--- config.mk ---
export PLATFORM = sky130hd
export DESIGN_NAME = iq_power_dbm_estimator
export DESIGN_NICKNAME = d
export VERILOG_FILES = /design/src/sv/iqpde_pkg.sv /design/src/sv/iqpde_datapath.sv /design/src/sv/iqpde_ctrl.sv /design/src/sv/iq_power_dbm_estimator.sv
export SDC_FILE = /design/constraint.sdc
export NUM_CORES = 2
export LEC_CHECK = 0
export BUFFER_PORTS_ARGS = -buffer_cell sky130_fd_sc_hd__buf_4
export CORE_UTILIZATION = 45
export CTS_CLUSTER_SIZE = 12
export DETAILED_ROUTE_END_ITERATION = 6
export HOLD_SLACK_MARGIN = 0.15
export PLACE_DENSITY = 0.61
export SLEW_MARGIN = 25
export SYNTH_ARGS = -nofsm -noshare
export SYNTH_HDL_FRONTEND = slang
export SYNTH_SLANG_ARGS = --single-unit
--- constraint.sdc ---
create_clock -name clock -period 11.1 [get_ports clock]
set_input_delay 0.555 -clock clock [delete_from_list [all_inputs] [get_ports clock]]
set_output_delay 0.555 -clock clock [all_outputs]
set_load 0.01 [all_outputs]
--- src/sv/iqpde_pkg.sv ---
// Shared types, constants and tables for the IQ power / dBm estimator.
// Used by iqpde_ctrl, iqpde_datapath and iq_power_dbm_estimator.
// Depends on nothing else.
package iqpde_pkg;

   // Default parameter values for the top level.
   localparam int SAMPLE_BITS_DEF = 16;
   localparam int ACC_BITS_DEF    = 40;

   // Fixed field widths.
   localparam int FIELD_BITS      = 16;
   localparam int LEVEL_BITS      = 13;
   localparam int ALPHA_BITS      = 16;
   localparam int INTERVAL_BITS   = 16;
   localparam int SPAN_BITS       = 7;
   localparam int FLOOR_BITS      = 16;
   localparam int CSR_INDEX_BITS  = 8;
   localparam int CSR_DATA_BITS   = 16;

   // Stream word widths.
   localparam int REQ_TDATA_BITS  = 2 * FIELD_BITS;
   localparam int RSP_FIELD_BITS  = 2 * FIELD_BITS + 2 * LEVEL_BITS;
   localparam int RSP_TDATA_BITS  = ((RSP_FIELD_BITS + 7) / 8) * 8;
   localparam int RSP_PAD_BITS    = RSP_TDATA_BITS - RSP_FIELD_BITS;

   // Width of one slice of the IIR difference fed to the multiplier.
   localparam int MAC_CHUNK       = 28;

   // Register indexes on the configuration port.
   localparam logic [CSR_INDEX_BITS-1:0] CSR_ALPHA        = 8'd0;
   localparam logic [CSR_INDEX_BITS-1:0] CSR_TAG_INTERVAL = 8'd1;
   localparam logic [CSR_INDEX_BITS-1:0] CSR_TAG_SPAN     = 8'd2;
   localparam logic [CSR_INDEX_BITS-1:0] CSR_POWER_FLOOR  = 8'd3;

   // Register reset values.
   localparam logic [ALPHA_BITS-1:0]    ALPHA_RST        = 16'd655;
   localparam logic [INTERVAL_BITS-1:0] TAG_INTERVAL_RST = 16'd1000;
   localparam logic [SPAN_BITS-1:0]     TAG_SPAN_RST     = 7'd4;
   localparam logic [FLOOR_BITS-1:0]    POWER_FLOOR_RST  = 16'd1;

   // Level scaling: 16 * 10 * log10(2) in Q16, the +10 dB term in 1/16 dB,
   // the output clamp and the tag hysteresis of 0.5 dB.
   localparam logic [21:0] LOG_SCALE = 22'd3156542;
   localparam int          LVL_OFFSET = 160;
   localparam logic signed [LEVEL_BITS-1:0] LVL_MIN = -13'sd2784;
   localparam logic signed [LEVEL_BITS-1:0] LVL_MAX = 13'sd256;
   localparam logic signed [LEVEL_BITS:0]   TAG_HYST = 14'sd8;

   // round(256 * log2(1 + k/64)) for the six bits below the leading one.
   localparam logic [7:0] LOG_TAB [64] = '{
      8'd0,   8'd6,   8'd11,  8'd17,  8'd22,  8'd28,  8'd33,  8'd38,
      8'd44,  8'd49,  8'd54,  8'd59,  8'd63,  8'd68,  8'd73,  8'd78,
      8'd82,  8'd87,  8'd92,  8'd96,  8'd100, 8'd105, 8'd109, 8'd113,
      8'd118, 8'd122, 8'd126, 8'd130, 8'd134, 8'd138, 8'd142, 8'd146,
      8'd150, 8'd154, 8'd157, 8'd161, 8'd165, 8'd169, 8'd172, 8'd176,
      8'd179, 8'd183, 8'd186, 8'd190, 8'd193, 8'd197, 8'd200, 8'd203,
      8'd207, 8'd210, 8'd213, 8'd216, 8'd220, 8'd223, 8'd226, 8'd229,
      8'd232, 8'd235, 8'd238, 8'd241, 8'd244, 8'd247, 8'd250, 8'd253
   };

   // Datapath operations issued by the controller.
   typedef enum logic [3:0] {
      OP_NOP,
      OP_LOAD,
      OP_SQ_I,
      OP_SQ_Q,
      OP_DIFF,
      OP_MAC,
      OP_UPDATE,
      OP_NORM,
      OP_LOG,
      OP_LEVEL,
      OP_TAG
   } op_type;

   typedef struct packed {
      op_type op;
      logic   first;    // first slice of a multiply-accumulate run
   } cmd_type;

   typedef struct packed {
      logic at_floor;   // smoothed power is at or below the floor
      logic norm_done;  // leading one has reached the top bit
   } status_type;

endpackage

--- src/sv/iqpde_datapath.sv ---
// Datapath of the IQ power / dBm estimator: configuration registers, power,
// IIR average, leading-one search, log conversion, tag state and result word.
// Depends on iqpde_pkg; driven by commands from iqpde_ctrl.
module iqpde_datapath #(
   parameter int SAMPLE_BITS = iqpde_pkg::SAMPLE_BITS_DEF,
   parameter int ACC_BITS    = iqpde_pkg::ACC_BITS_DEF
) (
   input  logic                                    clock,
   input  logic                                    reset,
   input  iqpde_pkg::cmd_type                      cmd,
   output iqpde_pkg::status_type                   status,
   input  logic                                    csr_valid,
   input  logic [iqpde_pkg::CSR_INDEX_BITS-1:0]    csr_index,
   input  logic [iqpde_pkg::CSR_DATA_BITS-1:0]     csr_data,
   input  logic [iqpde_pkg::REQ_TDATA_BITS-1:0]    req_tdata,
   output logic [iqpde_pkg::RSP_TDATA_BITS-1:0]    rsp_tdata,
   output logic [0:0]                              rsp_tuser
);

   localparam int FB    = iqpde_pkg::FIELD_BITS;
   localparam int LB    = iqpde_pkg::LEVEL_BITS;
   localparam int AB    = iqpde_pkg::ALPHA_BITS;
   localparam int CH    = iqpde_pkg::MAC_CHUNK;
   localparam int RW    = (SAMPLE_BITS > FB) ? SAMPLE_BITS : FB;
   localparam int SQW   = 2 * SAMPLE_BITS;
   localparam int SCALE = ACC_BITS - SQW;
   localparam int SHL   = (SCALE > 0) ? SCALE : 0;
   localparam int SHR   = (SCALE < 0) ? -SCALE : 0;
   localparam int XW    = ACC_BITS + SQW;
   localparam int NCH   = (ACC_BITS + CH - 1) / CH;
   localparam int MAGW  = NCH * CH;
   localparam int PW    = MAGW + AB;
   localparam int MA    = (SAMPLE_BITS > CH) ? SAMPLE_BITS : CH;
   localparam int MB    = (SAMPLE_BITS > AB) ? SAMPLE_BITS : AB;
   localparam int MPW   = MA + MB;
   localparam int POS_W = $clog2(ACC_BITS);
   localparam int SH0   = 2 ** (POS_W - 1);
   localparam int DW    = $clog2(256 * ACC_BITS) + 1;
   localparam int LW    = MPW + 2;

   // Configuration registers.
   logic [AB-1:0]                          alpha_ff;
   logic [iqpde_pkg::INTERVAL_BITS-1:0]    interval_ff;
   logic [iqpde_pkg::SPAN_BITS-1:0]        span_ff;
   logic [iqpde_pkg::FLOOR_BITS-1:0]       floor_ff;

   // Working registers for one sample.
   logic [FB-1:0]          i_raw_ff, q_raw_ff;
   logic [SAMPLE_BITS-1:0] ai_ff, aq_ff, ai_in, aq_in;
   logic [SQW-1:0]         sq_i_ff, sq_q_ff;
   logic                   dif_neg_ff, dif_neg_in;
   logic [MAGW-1:0]        mag_ff, mag_in;
   logic [PW-1:0]          acc_ff, acc_in;
   logic [ACC_BITS-1:0]    avg_ff, avg_in;
   logic [ACC_BITS-1:0]    norm_ff, norm_in;
   logic [POS_W-1:0]       pos_ff, pos_in;
   logic [POS_W-1:0]       sh_ff;
   logic [MPW-1:0]         logp_ff;
   logic                   log_neg_ff;
   logic signed [LB-1:0]   level_ff, level_in;

   // Tag state.
   logic [iqpde_pkg::INTERVAL_BITS-1:0] count_ff, count_in;
   logic signed [LB-1:0]                last_tag_ff, last_tag_in;
   logic [iqpde_pkg::SPAN_BITS-1:0]     remain_ff, remain_in;
   logic signed [LB-1:0]                run_tag_ff, run_tag_in;

   // Result word.
   logic [FB-1:0]        i_out_ff, q_out_ff;
   logic signed [LB-1:0] level_out_ff, tag_level_ff, tag_level_in;
   logic                 tag_valid_ff, tag_valid_in;

   // Shared multiplier.
   logic [MA-1:0]  mul_a;
   logic [MB-1:0]  mul_b;
   logic [MPW-1:0] mul_p;

   // Combinational helpers.
   logic [RW-1:0]          i_ext, q_ext;
   logic [SAMPLE_BITS-1:0] i_v, q_v;
   logic [SQW-1:0]         psum;
   logic [XW-1:0]          xw;
   logic [ACC_BITS-1:0]    x_val;
   logic [PW-1:0]          acc_rnd;
   logic [ACC_BITS-1:0]    step_q;
   logic [POS_W:0]         top_shamt;
   logic                   top_zero;
   logic [5:0]             frac_k;
   logic [DW-1:0]          d_val, d_mag;
   logic signed [LW-1:0]   p_sgn, p_rnd, p_lvl;
   logic                   raise;
   logic signed [LB:0]     t_diff, t_abs;
   logic                   at_floor;

   // Magnitude of a sample taken from the low SAMPLE_BITS bits of a field.
   always_comb begin
      i_ext = RW'(req_tdata[FB-1:0]);
      q_ext = RW'(req_tdata[2*FB-1:FB]);
      i_v   = i_ext[SAMPLE_BITS-1:0];
      q_v   = q_ext[SAMPLE_BITS-1:0];
      ai_in = i_v[SAMPLE_BITS-1] ? (~i_v + 1'b1) : i_v;
      aq_in = q_v[SAMPLE_BITS-1] ? (~q_v + 1'b1) : q_v;
   end

   // Operand selection for the one multiplier.
   always_comb begin
      frac_k = norm_ff[ACC_BITS-2 -: 6];
      d_val  = DW'({pos_ff, 8'h00}) + DW'(iqpde_pkg::LOG_TAB[frac_k])
             - DW'(256 * (ACC_BITS - 2));
      d_mag  = d_val[DW-1] ? (~d_val + 1'b1) : d_val;
      unique case (cmd.op)
         iqpde_pkg::OP_SQ_I: begin
            mul_a = MA'(ai_ff);
            mul_b = MB'(ai_ff);
         end
         iqpde_pkg::OP_SQ_Q: begin
            mul_a = MA'(aq_ff);
            mul_b = MB'(aq_ff);
         end
         iqpde_pkg::OP_MAC: begin
            mul_a = MA'(mag_ff[MAGW-1 -: CH]);
            mul_b = MB'(alpha_ff);
         end
         iqpde_pkg::OP_LOG: begin
            mul_a = MA'(iqpde_pkg::LOG_SCALE);
            mul_b = MB'(d_mag);
         end
         default: begin
            mul_a = '0;
            mul_b = '0;
         end
      endcase
      mul_p = MPW'(mul_a) * MPW'(mul_b);
   end

   // Power, IIR difference and update, leading-one step.
   always_comb begin
      psum       = sq_i_ff + sq_q_ff;
      xw         = (XW'(psum) << SHL) >> SHR;
      x_val      = xw[ACC_BITS-1:0];
      dif_neg_in = x_val < avg_ff;
      mag_in     = dif_neg_in ? MAGW'(avg_ff - x_val) : MAGW'(x_val - avg_ff);
      if (cmd.op == iqpde_pkg::OP_MAC) begin
         mag_in = mag_ff << CH;
      end
      acc_in  = (cmd.first ? '0 : (acc_ff << CH)) + PW'(mul_p);
      // The old average plus floor(alpha * (x - avg) / 65536).
      acc_rnd = dif_neg_ff ? (acc_ff + PW'({AB{1'b1}})) : acc_ff;
      step_q  = ACC_BITS'(acc_rnd >> AB);
      avg_in  = dif_neg_ff ? (avg_ff - step_q) : (avg_ff + step_q);

      top_shamt = (POS_W + 1)'(ACC_BITS) - (POS_W + 1)'(sh_ff);
      top_zero  = (norm_ff >> top_shamt) == '0;
      norm_in   = top_zero ? (norm_ff << sh_ff) : norm_ff;
      pos_in    = top_zero ? (pos_ff - sh_ff) : pos_ff;
   end

   assign at_floor = (avg_ff <= ACC_BITS'(floor_ff)) || (avg_ff == '0);
   assign status.at_floor  = at_floor;
   assign status.norm_done = norm_ff[ACC_BITS-1];

   // Round the scaled log, add the +10 dB term and clamp; a power at the floor gives the bottom level.
   always_comb begin
      p_sgn = log_neg_ff ? -$signed(LW'(logp_ff)) : $signed(LW'(logp_ff));
      p_rnd = p_sgn + $signed(LW'(1 << 23));
      p_lvl = (p_rnd >>> 24) + $signed(LW'(iqpde_pkg::LVL_OFFSET));
      if (at_floor) begin
         level_in = iqpde_pkg::LVL_MIN;
      end else if (p_lvl < $signed(LW'(iqpde_pkg::LVL_MIN))) begin
         level_in = iqpde_pkg::LVL_MIN;
      end else if (p_lvl > $signed(LW'(iqpde_pkg::LVL_MAX))) begin
         level_in = iqpde_pkg::LVL_MAX;
      end else begin
         level_in = LB'(p_lvl);
      end
   end

   // Tag decision on the finished level.
   always_comb begin
      t_diff = (LB + 1)'(last_tag_ff) - (LB + 1)'(level_ff);
      t_abs  = t_diff[LB] ? -t_diff : t_diff;
      raise  = (count_ff >= interval_ff) && (t_abs > iqpde_pkg::TAG_HYST);
      if (raise) begin
         count_in = 16'd1;
      end else if (count_ff >= interval_ff) begin
         count_in = count_ff;
      end else begin
         count_in = count_ff + 1'b1;
      end
      last_tag_in  = raise ? level_ff : last_tag_ff;
      run_tag_in   = raise ? level_ff : run_tag_ff;
      remain_in    = raise ? span_ff : remain_ff;
      tag_valid_in = remain_in != '0;
      tag_level_in = tag_valid_in ? run_tag_in : '0;
      if (tag_valid_in) begin
         remain_in = remain_in - 1'b1;
      end
   end

   // State that reset defines.
   always_ff @(posedge clock) begin
      if (reset) begin
         alpha_ff    <= iqpde_pkg::ALPHA_RST;
         interval_ff <= iqpde_pkg::TAG_INTERVAL_RST;
         span_ff     <= iqpde_pkg::TAG_SPAN_RST;
         floor_ff    <= iqpde_pkg::POWER_FLOOR_RST;
         avg_ff      <= '0;
         count_ff    <= 16'd1;
         last_tag_ff <= '0;
         remain_ff   <= '0;
         run_tag_ff  <= '0;
      end else begin
         if (csr_valid) begin
            unique case (csr_index)
               iqpde_pkg::CSR_ALPHA:        alpha_ff    <= csr_data;
               iqpde_pkg::CSR_TAG_INTERVAL: interval_ff <= csr_data;
               iqpde_pkg::CSR_TAG_SPAN:     span_ff     <= csr_data[iqpde_pkg::SPAN_BITS-1:0];
               iqpde_pkg::CSR_POWER_FLOOR:  floor_ff    <= csr_data;
               default: ;
            endcase
         end
         if (cmd.op == iqpde_pkg::OP_UPDATE) begin
            avg_ff <= avg_in;
         end
         if (cmd.op == iqpde_pkg::OP_TAG) begin
            count_ff    <= count_in;
            last_tag_ff <= last_tag_in;
            remain_ff   <= remain_in;
            run_tag_ff  <= run_tag_in;
         end
      end
   end

   // Working and result registers.
   always_ff @(posedge clock) begin
      unique case (cmd.op)
         iqpde_pkg::OP_LOAD: begin
            i_raw_ff <= req_tdata[FB-1:0];
            q_raw_ff <= req_tdata[2*FB-1:FB];
            ai_ff    <= ai_in;
            aq_ff    <= aq_in;
         end
         iqpde_pkg::OP_SQ_I: sq_i_ff <= SQW'(mul_p);
         iqpde_pkg::OP_SQ_Q: sq_q_ff <= SQW'(mul_p);
         iqpde_pkg::OP_DIFF: begin
            dif_neg_ff <= dif_neg_in;
            mag_ff     <= mag_in;
         end
         iqpde_pkg::OP_MAC: begin
            mag_ff <= mag_in;
            acc_ff <= acc_in;
         end
         iqpde_pkg::OP_UPDATE: begin
            norm_ff <= avg_in;
            pos_ff  <= POS_W'(ACC_BITS - 1);
            sh_ff   <= POS_W'(SH0);
         end
         iqpde_pkg::OP_NORM: begin
            norm_ff <= norm_in;
            pos_ff  <= pos_in;
            sh_ff   <= sh_ff >> 1;
         end
         iqpde_pkg::OP_LOG: begin
            logp_ff    <= mul_p;
            log_neg_ff <= d_val[DW-1];
         end
         iqpde_pkg::OP_LEVEL: level_ff <= level_in;
         iqpde_pkg::OP_TAG: begin
            i_out_ff     <= i_raw_ff;
            q_out_ff     <= q_raw_ff;
            level_out_ff <= level_ff;
            tag_valid_ff <= tag_valid_in;
            tag_level_ff <= tag_level_in;
         end
         default: ;
      endcase
   end

   assign rsp_tdata = {{iqpde_pkg::RSP_PAD_BITS{1'b0}}, tag_level_ff, level_out_ff,
                       q_out_ff, i_out_ff};
   assign rsp_tuser = tag_valid_ff;

   // The log step must only ever see a normalized word.
   a_norm_before_log: assert property (@(posedge clock) disable iff (reset)
      cmd.op == iqpde_pkg::OP_LOG |-> norm_ff[ACC_BITS-1])
      else $error("log conversion started on a word that is not normalized");

   // A power at the floor always yields the bottom level.
   a_floor_level: assert property (@(posedge clock) disable iff (reset)
      cmd.op == iqpde_pkg::OP_LEVEL && at_floor |=> level_ff == iqpde_pkg::LVL_MIN)
      else $error("floor power did not give the bottom level");

endmodule

--- src/sv/iqpde_ctrl.sv ---
// Controller of the IQ power / dBm estimator: sequences one sample through
// the datapath and owns the input and output handshakes.
// Depends on iqpde_pkg; drives iqpde_datapath through cmd_type.
module iqpde_ctrl #(
   parameter int ACC_BITS = iqpde_pkg::ACC_BITS_DEF
) (
   input  logic                  clock,
   input  logic                  reset,
   input  logic                  req_tvalid,
   output logic                  req_tready,
   output logic                  rsp_tvalid,
   input  logic                  rsp_tready,
   output iqpde_pkg::cmd_type    cmd,
   input  iqpde_pkg::status_type status
);

   localparam int NCH   = (ACC_BITS + iqpde_pkg::MAC_CHUNK - 1) / iqpde_pkg::MAC_CHUNK;
   localparam int NSTEP = $clog2(ACC_BITS);
   localparam int NMAX  = (NSTEP > NCH) ? NSTEP : NCH;
   localparam int CNT_W = $clog2(NMAX);

   typedef enum logic [3:0] {
      S_IDLE,
      S_SQ_I,
      S_SQ_Q,
      S_DIFF,
      S_MAC,
      S_UPDATE,
      S_NORM,
      S_LOG,
      S_LEVEL,
      S_OUT
   } state_type;

   state_type        state_ff, state_in;
   logic [CNT_W-1:0] cnt_ff, cnt_in;
   logic             rsp_valid_ff, rsp_valid_in;

   always_comb begin
      state_in     = state_ff;
      cnt_in       = cnt_ff;
      rsp_valid_in = rsp_valid_ff && !rsp_tready;
      cmd.op       = iqpde_pkg::OP_NOP;
      cmd.first    = 1'b0;
      unique case (state_ff)
         S_IDLE: begin
            if (req_tvalid) begin
               cmd.op   = iqpde_pkg::OP_LOAD;
               state_in = S_SQ_I;
            end
         end
         S_SQ_I: begin
            cmd.op   = iqpde_pkg::OP_SQ_I;
            state_in = S_SQ_Q;
         end
         S_SQ_Q: begin
            cmd.op   = iqpde_pkg::OP_SQ_Q;
            state_in = S_DIFF;
         end
         S_DIFF: begin
            cmd.op   = iqpde_pkg::OP_DIFF;
            cnt_in   = '0;
            state_in = S_MAC;
         end
         S_MAC: begin
            cmd.op    = iqpde_pkg::OP_MAC;
            cmd.first = cnt_ff == '0;
            if (cnt_ff == CNT_W'(NCH - 1)) begin
               cnt_in   = '0;
               state_in = S_UPDATE;
            end else begin
               cnt_in = cnt_ff + 1'b1;
            end
         end
         S_UPDATE: begin
            cmd.op   = iqpde_pkg::OP_UPDATE;
            cnt_in   = '0;
            state_in = S_NORM;
         end
         S_NORM: begin
            if (status.at_floor) begin
               state_in = S_LEVEL;
            end else if (status.norm_done) begin
               state_in = S_LOG;
            end else begin
               cmd.op = iqpde_pkg::OP_NORM;
               if (cnt_ff == CNT_W'(NSTEP - 1)) begin
                  state_in = S_LOG;
               end else begin
                  cnt_in = cnt_ff + 1'b1;
               end
            end
         end
         S_LOG: begin
            cmd.op   = iqpde_pkg::OP_LOG;
            state_in = S_LEVEL;
         end
         S_LEVEL: begin
            cmd.op   = iqpde_pkg::OP_LEVEL;
            state_in = S_OUT;
         end
         S_OUT: begin
            if (!rsp_valid_ff || rsp_tready) begin
               cmd.op       = iqpde_pkg::OP_TAG;
               rsp_valid_in = 1'b1;
               state_in     = S_IDLE;
            end
         end
         default: state_in = S_IDLE;
      endcase
   end

   always_ff @(posedge clock) begin
      if (reset) begin
         state_ff     <= S_IDLE;
         cnt_ff       <= '0;
         rsp_valid_ff <= 1'b0;
      end else begin
         state_ff     <= state_in;
         cnt_ff       <= cnt_in;
         rsp_valid_ff <= rsp_valid_in;
      end
   end

   assign req_tready = state_ff == S_IDLE;
   assign rsp_tvalid = rsp_valid_ff;

   // Only one sample is in flight.
   a_one_in_flight: assert property (@(posedge clock) disable iff (reset)
      req_tvalid && req_tready |=> !req_tready)
      else $error("a second word was taken while one was in flight");

   // A result is only written into a free or draining output register.
   a_no_overwrite: assert property (@(posedge clock) disable iff (reset)
      cmd.op == iqpde_pkg::OP_TAG |-> !rsp_valid_ff || rsp_tready)
      else $error("result register overwritten before it was taken");

   // The slice counter stays inside the accumulate run.
   a_mac_count: assert property (@(posedge clock) disable iff (reset)
      state_ff == S_MAC |-> cnt_ff <= CNT_W'(NCH - 1))
      else $error("multiply-accumulate slice count out of range");

endmodule

--- src/sv/iq_power_dbm_estimator.sv ---
// Top level of the IQ power / dBm estimator (received signal strength with
// level tags). Instantiates iqpde_ctrl and iqpde_datapath; uses iqpde_pkg.
//
//   Channel  Direction  Handshake               Payload
//   req      in         req_tvalid/req_tready   req_tdata: i_sample, q_sample
//   rsp      out        rsp_tvalid/rsp_tready   rsp_tdata: i_out, q_out,
//                                               level_dbm, tag_level;
//                                               rsp_tuser: tag_valid
//   csr      in         csr_valid/csr_ready     csr_index, csr_data
//
// One sample is in flight at a time. The IIR multiply-accumulate runs in NCH =
// ceil(ACC_BITS/28) slices, and the leading-one search sets the variable part of the
// sequence. A power at or below the floor skips the search and the log step.
// Reset is synchronous and active high and restores the defaults.
// The result sits in an output register; a stalled rsp side delays only the next write.
module iq_power_dbm_estimator #(
   parameter int SAMPLE_BITS = iqpde_pkg::SAMPLE_BITS_DEF,
   parameter int ACC_BITS    = iqpde_pkg::ACC_BITS_DEF
) (
   input  logic                                  clock,
   input  logic                                  reset,

   input  logic                                  req_tvalid,
   output logic                                  req_tready,
   // Fields from bit 0 up: i_sample[15:0], q_sample[31:16].
   input  logic [iqpde_pkg::REQ_TDATA_BITS-1:0]  req_tdata,

   output logic                                  rsp_tvalid,
   input  logic                                  rsp_tready,
   // Fields from bit 0 up: i_out[15:0], q_out[31:16], level_dbm[44:32],
   // tag_level[57:45], zeros[63:58].
   output logic [iqpde_pkg::RSP_TDATA_BITS-1:0]  rsp_tdata,
   // Fields from bit 0 up: tag_valid[0].
   output logic [0:0]                            rsp_tuser,

   input  logic                                  csr_valid,
   output logic                                  csr_ready,
   input  logic [iqpde_pkg::CSR_INDEX_BITS-1:0]  csr_index,
   input  logic [iqpde_pkg::CSR_DATA_BITS-1:0]   csr_data
);

   iqpde_pkg::cmd_type    cmd;
   iqpde_pkg::status_type status;

   // Register writes are taken in every cycle. Indexes that name no
   // register are accepted and dropped.
   assign csr_ready = 1'b1;

   // The controller walks each sample through squaring, the sliced IIR
   // update, normalization, the log step, rounding and the tag decision.
   iqpde_ctrl #(
      .ACC_BITS (ACC_BITS)
   ) u_ctrl (
      .clock      (clock),
      .reset      (reset),
      .req_tvalid (req_tvalid),
      .req_tready (req_tready),
      .rsp_tvalid (rsp_tvalid),
      .rsp_tready (rsp_tready),
      .cmd        (cmd),
      .status     (status)
   );

   // The datapath holds every register of the block but the controller's state,
   // including the configuration registers and the result word.
   iqpde_datapath #(
      .SAMPLE_BITS (SAMPLE_BITS),
      .ACC_BITS    (ACC_BITS)
   ) u_datapath (
      .clock     (clock),
      .reset     (reset),
      .cmd       (cmd),
      .status    (status),
      .csr_valid (csr_valid && csr_ready),
      .csr_index (csr_index),
      .csr_data  (csr_data),
      .req_tdata (req_tdata),
      .rsp_tdata (rsp_tdata),
      .rsp_tuser (rsp_tuser)
   );

endmodule

==> metrics.txt <==
status finished, violations left; failing checks design-rule violations, negative setup slack; placed cell areas 0.05650 mm^2; final setup fails 17; most common cell after layout, fill and taps aside nand2_1; Clock Path Buffers 3; CTS tree yes; Post-synth EDFFs 408; Max Clock Skew 37.19 ps; Top FF cell, synth edfxtp_1; Post-Syn Instances slightly below 6,000; pre-CTS setup slack -641.0 ps; clk root buf clkbuf_16; row count 124; Worst Max-Slew Pin Slew 1020 ps; crit start category flip-flop; ys async rst share 0; Hold Fails Final Rpt 0; Routed WL per cell 21.90 um; first-pass GRT wire length 257,300 um; Area Overhead vs Synth 16.21%; Final ANT Viol Nets 0; TNS Setup -2186 ps; Core Footprint 0.1147 mm^2; die height 342.5 um; Initial DRC Count 3,599; Slew Limit Fails 0; synthesized area ~0.052 mm^2; DR DRC count 14; post-synthesis sequential area ratio 0.2931; CP Class reg2reg; initial antenna violation count 4; 1st-pass router iterations 7; cell area after layout 0.06065 mm^2; routed vias/inst 5.731; I/O pin cnt 129; PwrDens roughly 170 mW/mm^2; crit path buf inv count 6; minimum clock period 11,330 ps; overall routed net length 169,800 um; Fill cells 10,420; final net count 6,961; Ant. Diodes 0; delay of the slowest critical-path stage ~530 ps; Yosys cell types approximately 100; via count 44,450; worst vdd ir 0.0002126 V; Clock transition at path regs 60 ps; IO Port Bufs 121; vias in the first global route 43,410; final worst-path setup slack -230.5 ps; Slew headroom 0.3138; Sink Count 560; commonest non-fill, non-tap cells in the layout nand2_1, inv_1, buf_4; WP data required 11,510 ps; Overflow after GRT 0; crit end category flip-flop; layout cell share with drive strength beyond 1 0.1457; post-synthesis register bit count 560; crit path DAT roughly 12,000 ps; Max Cap Viol 0; Fmax just under 90 MHz; largest net degree at the start of global routing 69; yosys warns 0; die width 342.5 um; Slowest-stage cell, CP fa_1; RSZ-0062 raised after global routing true; Worst Hold Class in2reg; CP top delay family compound AO/OA/AOI/OAI gates; Placer Congestion 0.9913; Worst-Skew Late Latency 670 ps; P_leak 26.36 nW; Power Total between 0.01 and 0.015 W; GR Util All Layers 0.2855; cts bufs inserted 67; H-tree Lvls 3; Final period util 1.021; Post-DP HPWL 132,500 um; CP max FO 5; starting density of the core 0.4552; syn_area_per_cell 8.924 um^2; die area 0.1173 mm^2; Hold WS 190.4 ps
==> metal layers <==
metal | vias to the layer above | wire [um] | GRT usage
li1 | 20790 | - | -
met2 | 1567 | 78840 | 0.4681
met4 | 0 | 6466 | 0.1011
met5 | - | 0 | 0
met1 | 21830 | 73500 | 0.3824
met3 | 263 | 11030 | 0.04399
==> logic make-up (layout without fill, tap and decap cells) <==
group,after synthesis,after routing,share of synthesized area
xor gates and xnor gates,333,333,0.05589
buffers and inverters,917,1308,0.06696
muxes,174,174,0.04023
AOI/OAI and AO/OA,1206,1206,0.1508
and+or+nand+nor,1951,1951,0.1709
adders and majority gates,705,705,0.2220
DFF,560,560,0.2931
other,2,7,0.0001439
==> area by class of cell <==
cell class | count | area [um^2] | area share
well taps | 1512 | 1892 | 0.03119
flip-flops and latches | 560 | 15290 | 0.2522
inverters | 634 | 2386 | 0.03934
multi-input cells | 4376 | 34460 | 0.5681
repair buffers | 556 | 4457 | 0.07349
clock buffers | 89 | 1862 | 0.03070
clock inverters | 29 | 299.0 | 0.004931
==> per-stage QoR <==
| stage | cells | util |
|---|---|---|
| floorplan | 5853 | - |
| global placement | 7517 | 0.4925 |
| detailed placement | 7517 | 0.4928 |
| CTS | 7739 | 0.5238 |
| global route | 7756 | 0.5289 |
| finish | 7756 | 0.5289 |
==> power by group <==
group / switching, W / internal (W) / total (W)
clock network: 0.000950 / 0.00124 / 0.00219
registers: 0.0000829 / 0.00269 / 0.00277
logic: 0.00355 / 0.00200 / 0.00555
total: 0.00458 / 0.00593 / 0.0105
==> worst paths after layout <==
| check | from | to | slack, ps | depth (start not counted) |
|---|---|---|---|---|
| setup reg to reg | u_datapath.norm_ff[34]$_DFFE_PP_ | u_datapath.acc_ff[46]$_DFFE_PN_ | -230 | 51 |
| hold / removal | csr_data[1] | u_datapath.alpha_ff[1]$_SDFFE_PP1P_ | 190 | 3 |
| hold reg to reg | u_datapath.q_raw_ff[11]$_DFFE_PN_ | u_datapath.q_out_ff[11]$_DFFE_PN_ | 410 | 0 |
| setup / recovery | u_datapath.norm_ff[34]$_DFFE_PP_ | u_datapath.acc_ff[46]$_DFFE_PN_ | -230 | 51 |
==> Yosys cell counts, types with 131 or more instances <==
cell / count / area share
clkbuf_1: 242 / 0.017
mux2i_1: 131 / 0.025
fa_1: 368 / 0.14
dfxtp_1: 152 / 0.058
nand2_1: 841 / 0.060
a21oi_1: 361 / 0.035
inv_1: 627 / 0.045
edfxtp_1: 408 / 0.23
nor2_1: 458 / 0.033
o21ai_0: 209 / 0.020
xnor2_1: 218 / 0.037
ha_1: 337 / 0.081
==> tightest hold or removal path, delay by kind of cell <==
kind          cells  cell delay [ps]
buf+inv           1              140
mux               1               80
simple gates      1               60
==> state kept, by name, summed over array words and instances (netlist names), 16 cells and up <==
signal	flops
u_datapath.aq_ff	16
u_datapath.interval_ff	16
u_datapath.i_out_ff	16
u_datapath.ai_ff	16
u_datapath.logp_ff	44
u_datapath.sq_q_ff	32
u_datapath.alpha_ff	16
u_datapath.mag_ff	56
u_datapath.avg_ff	40
u_datapath.q_out_ff	16
u_datapath.acc_ff	56
u_datapath.sq_i_ff	32
u_datapath.norm_ff	40
u_datapath.floor_ff	16
u_datapath.count_ff	16
==> timing repair <==
item | CTS | global route
hold buffers | 39 | 0
cloned | 1 | 0
gates resized for setup | 117 | 101
pin swaps | 111 | 125
endpoints found under the setup margin | 17 | 38
buffers inserted | 68 | 22
hold endpoints to repair | 54 | 0
Note: power is estimated with default switching activity, not from simulation.
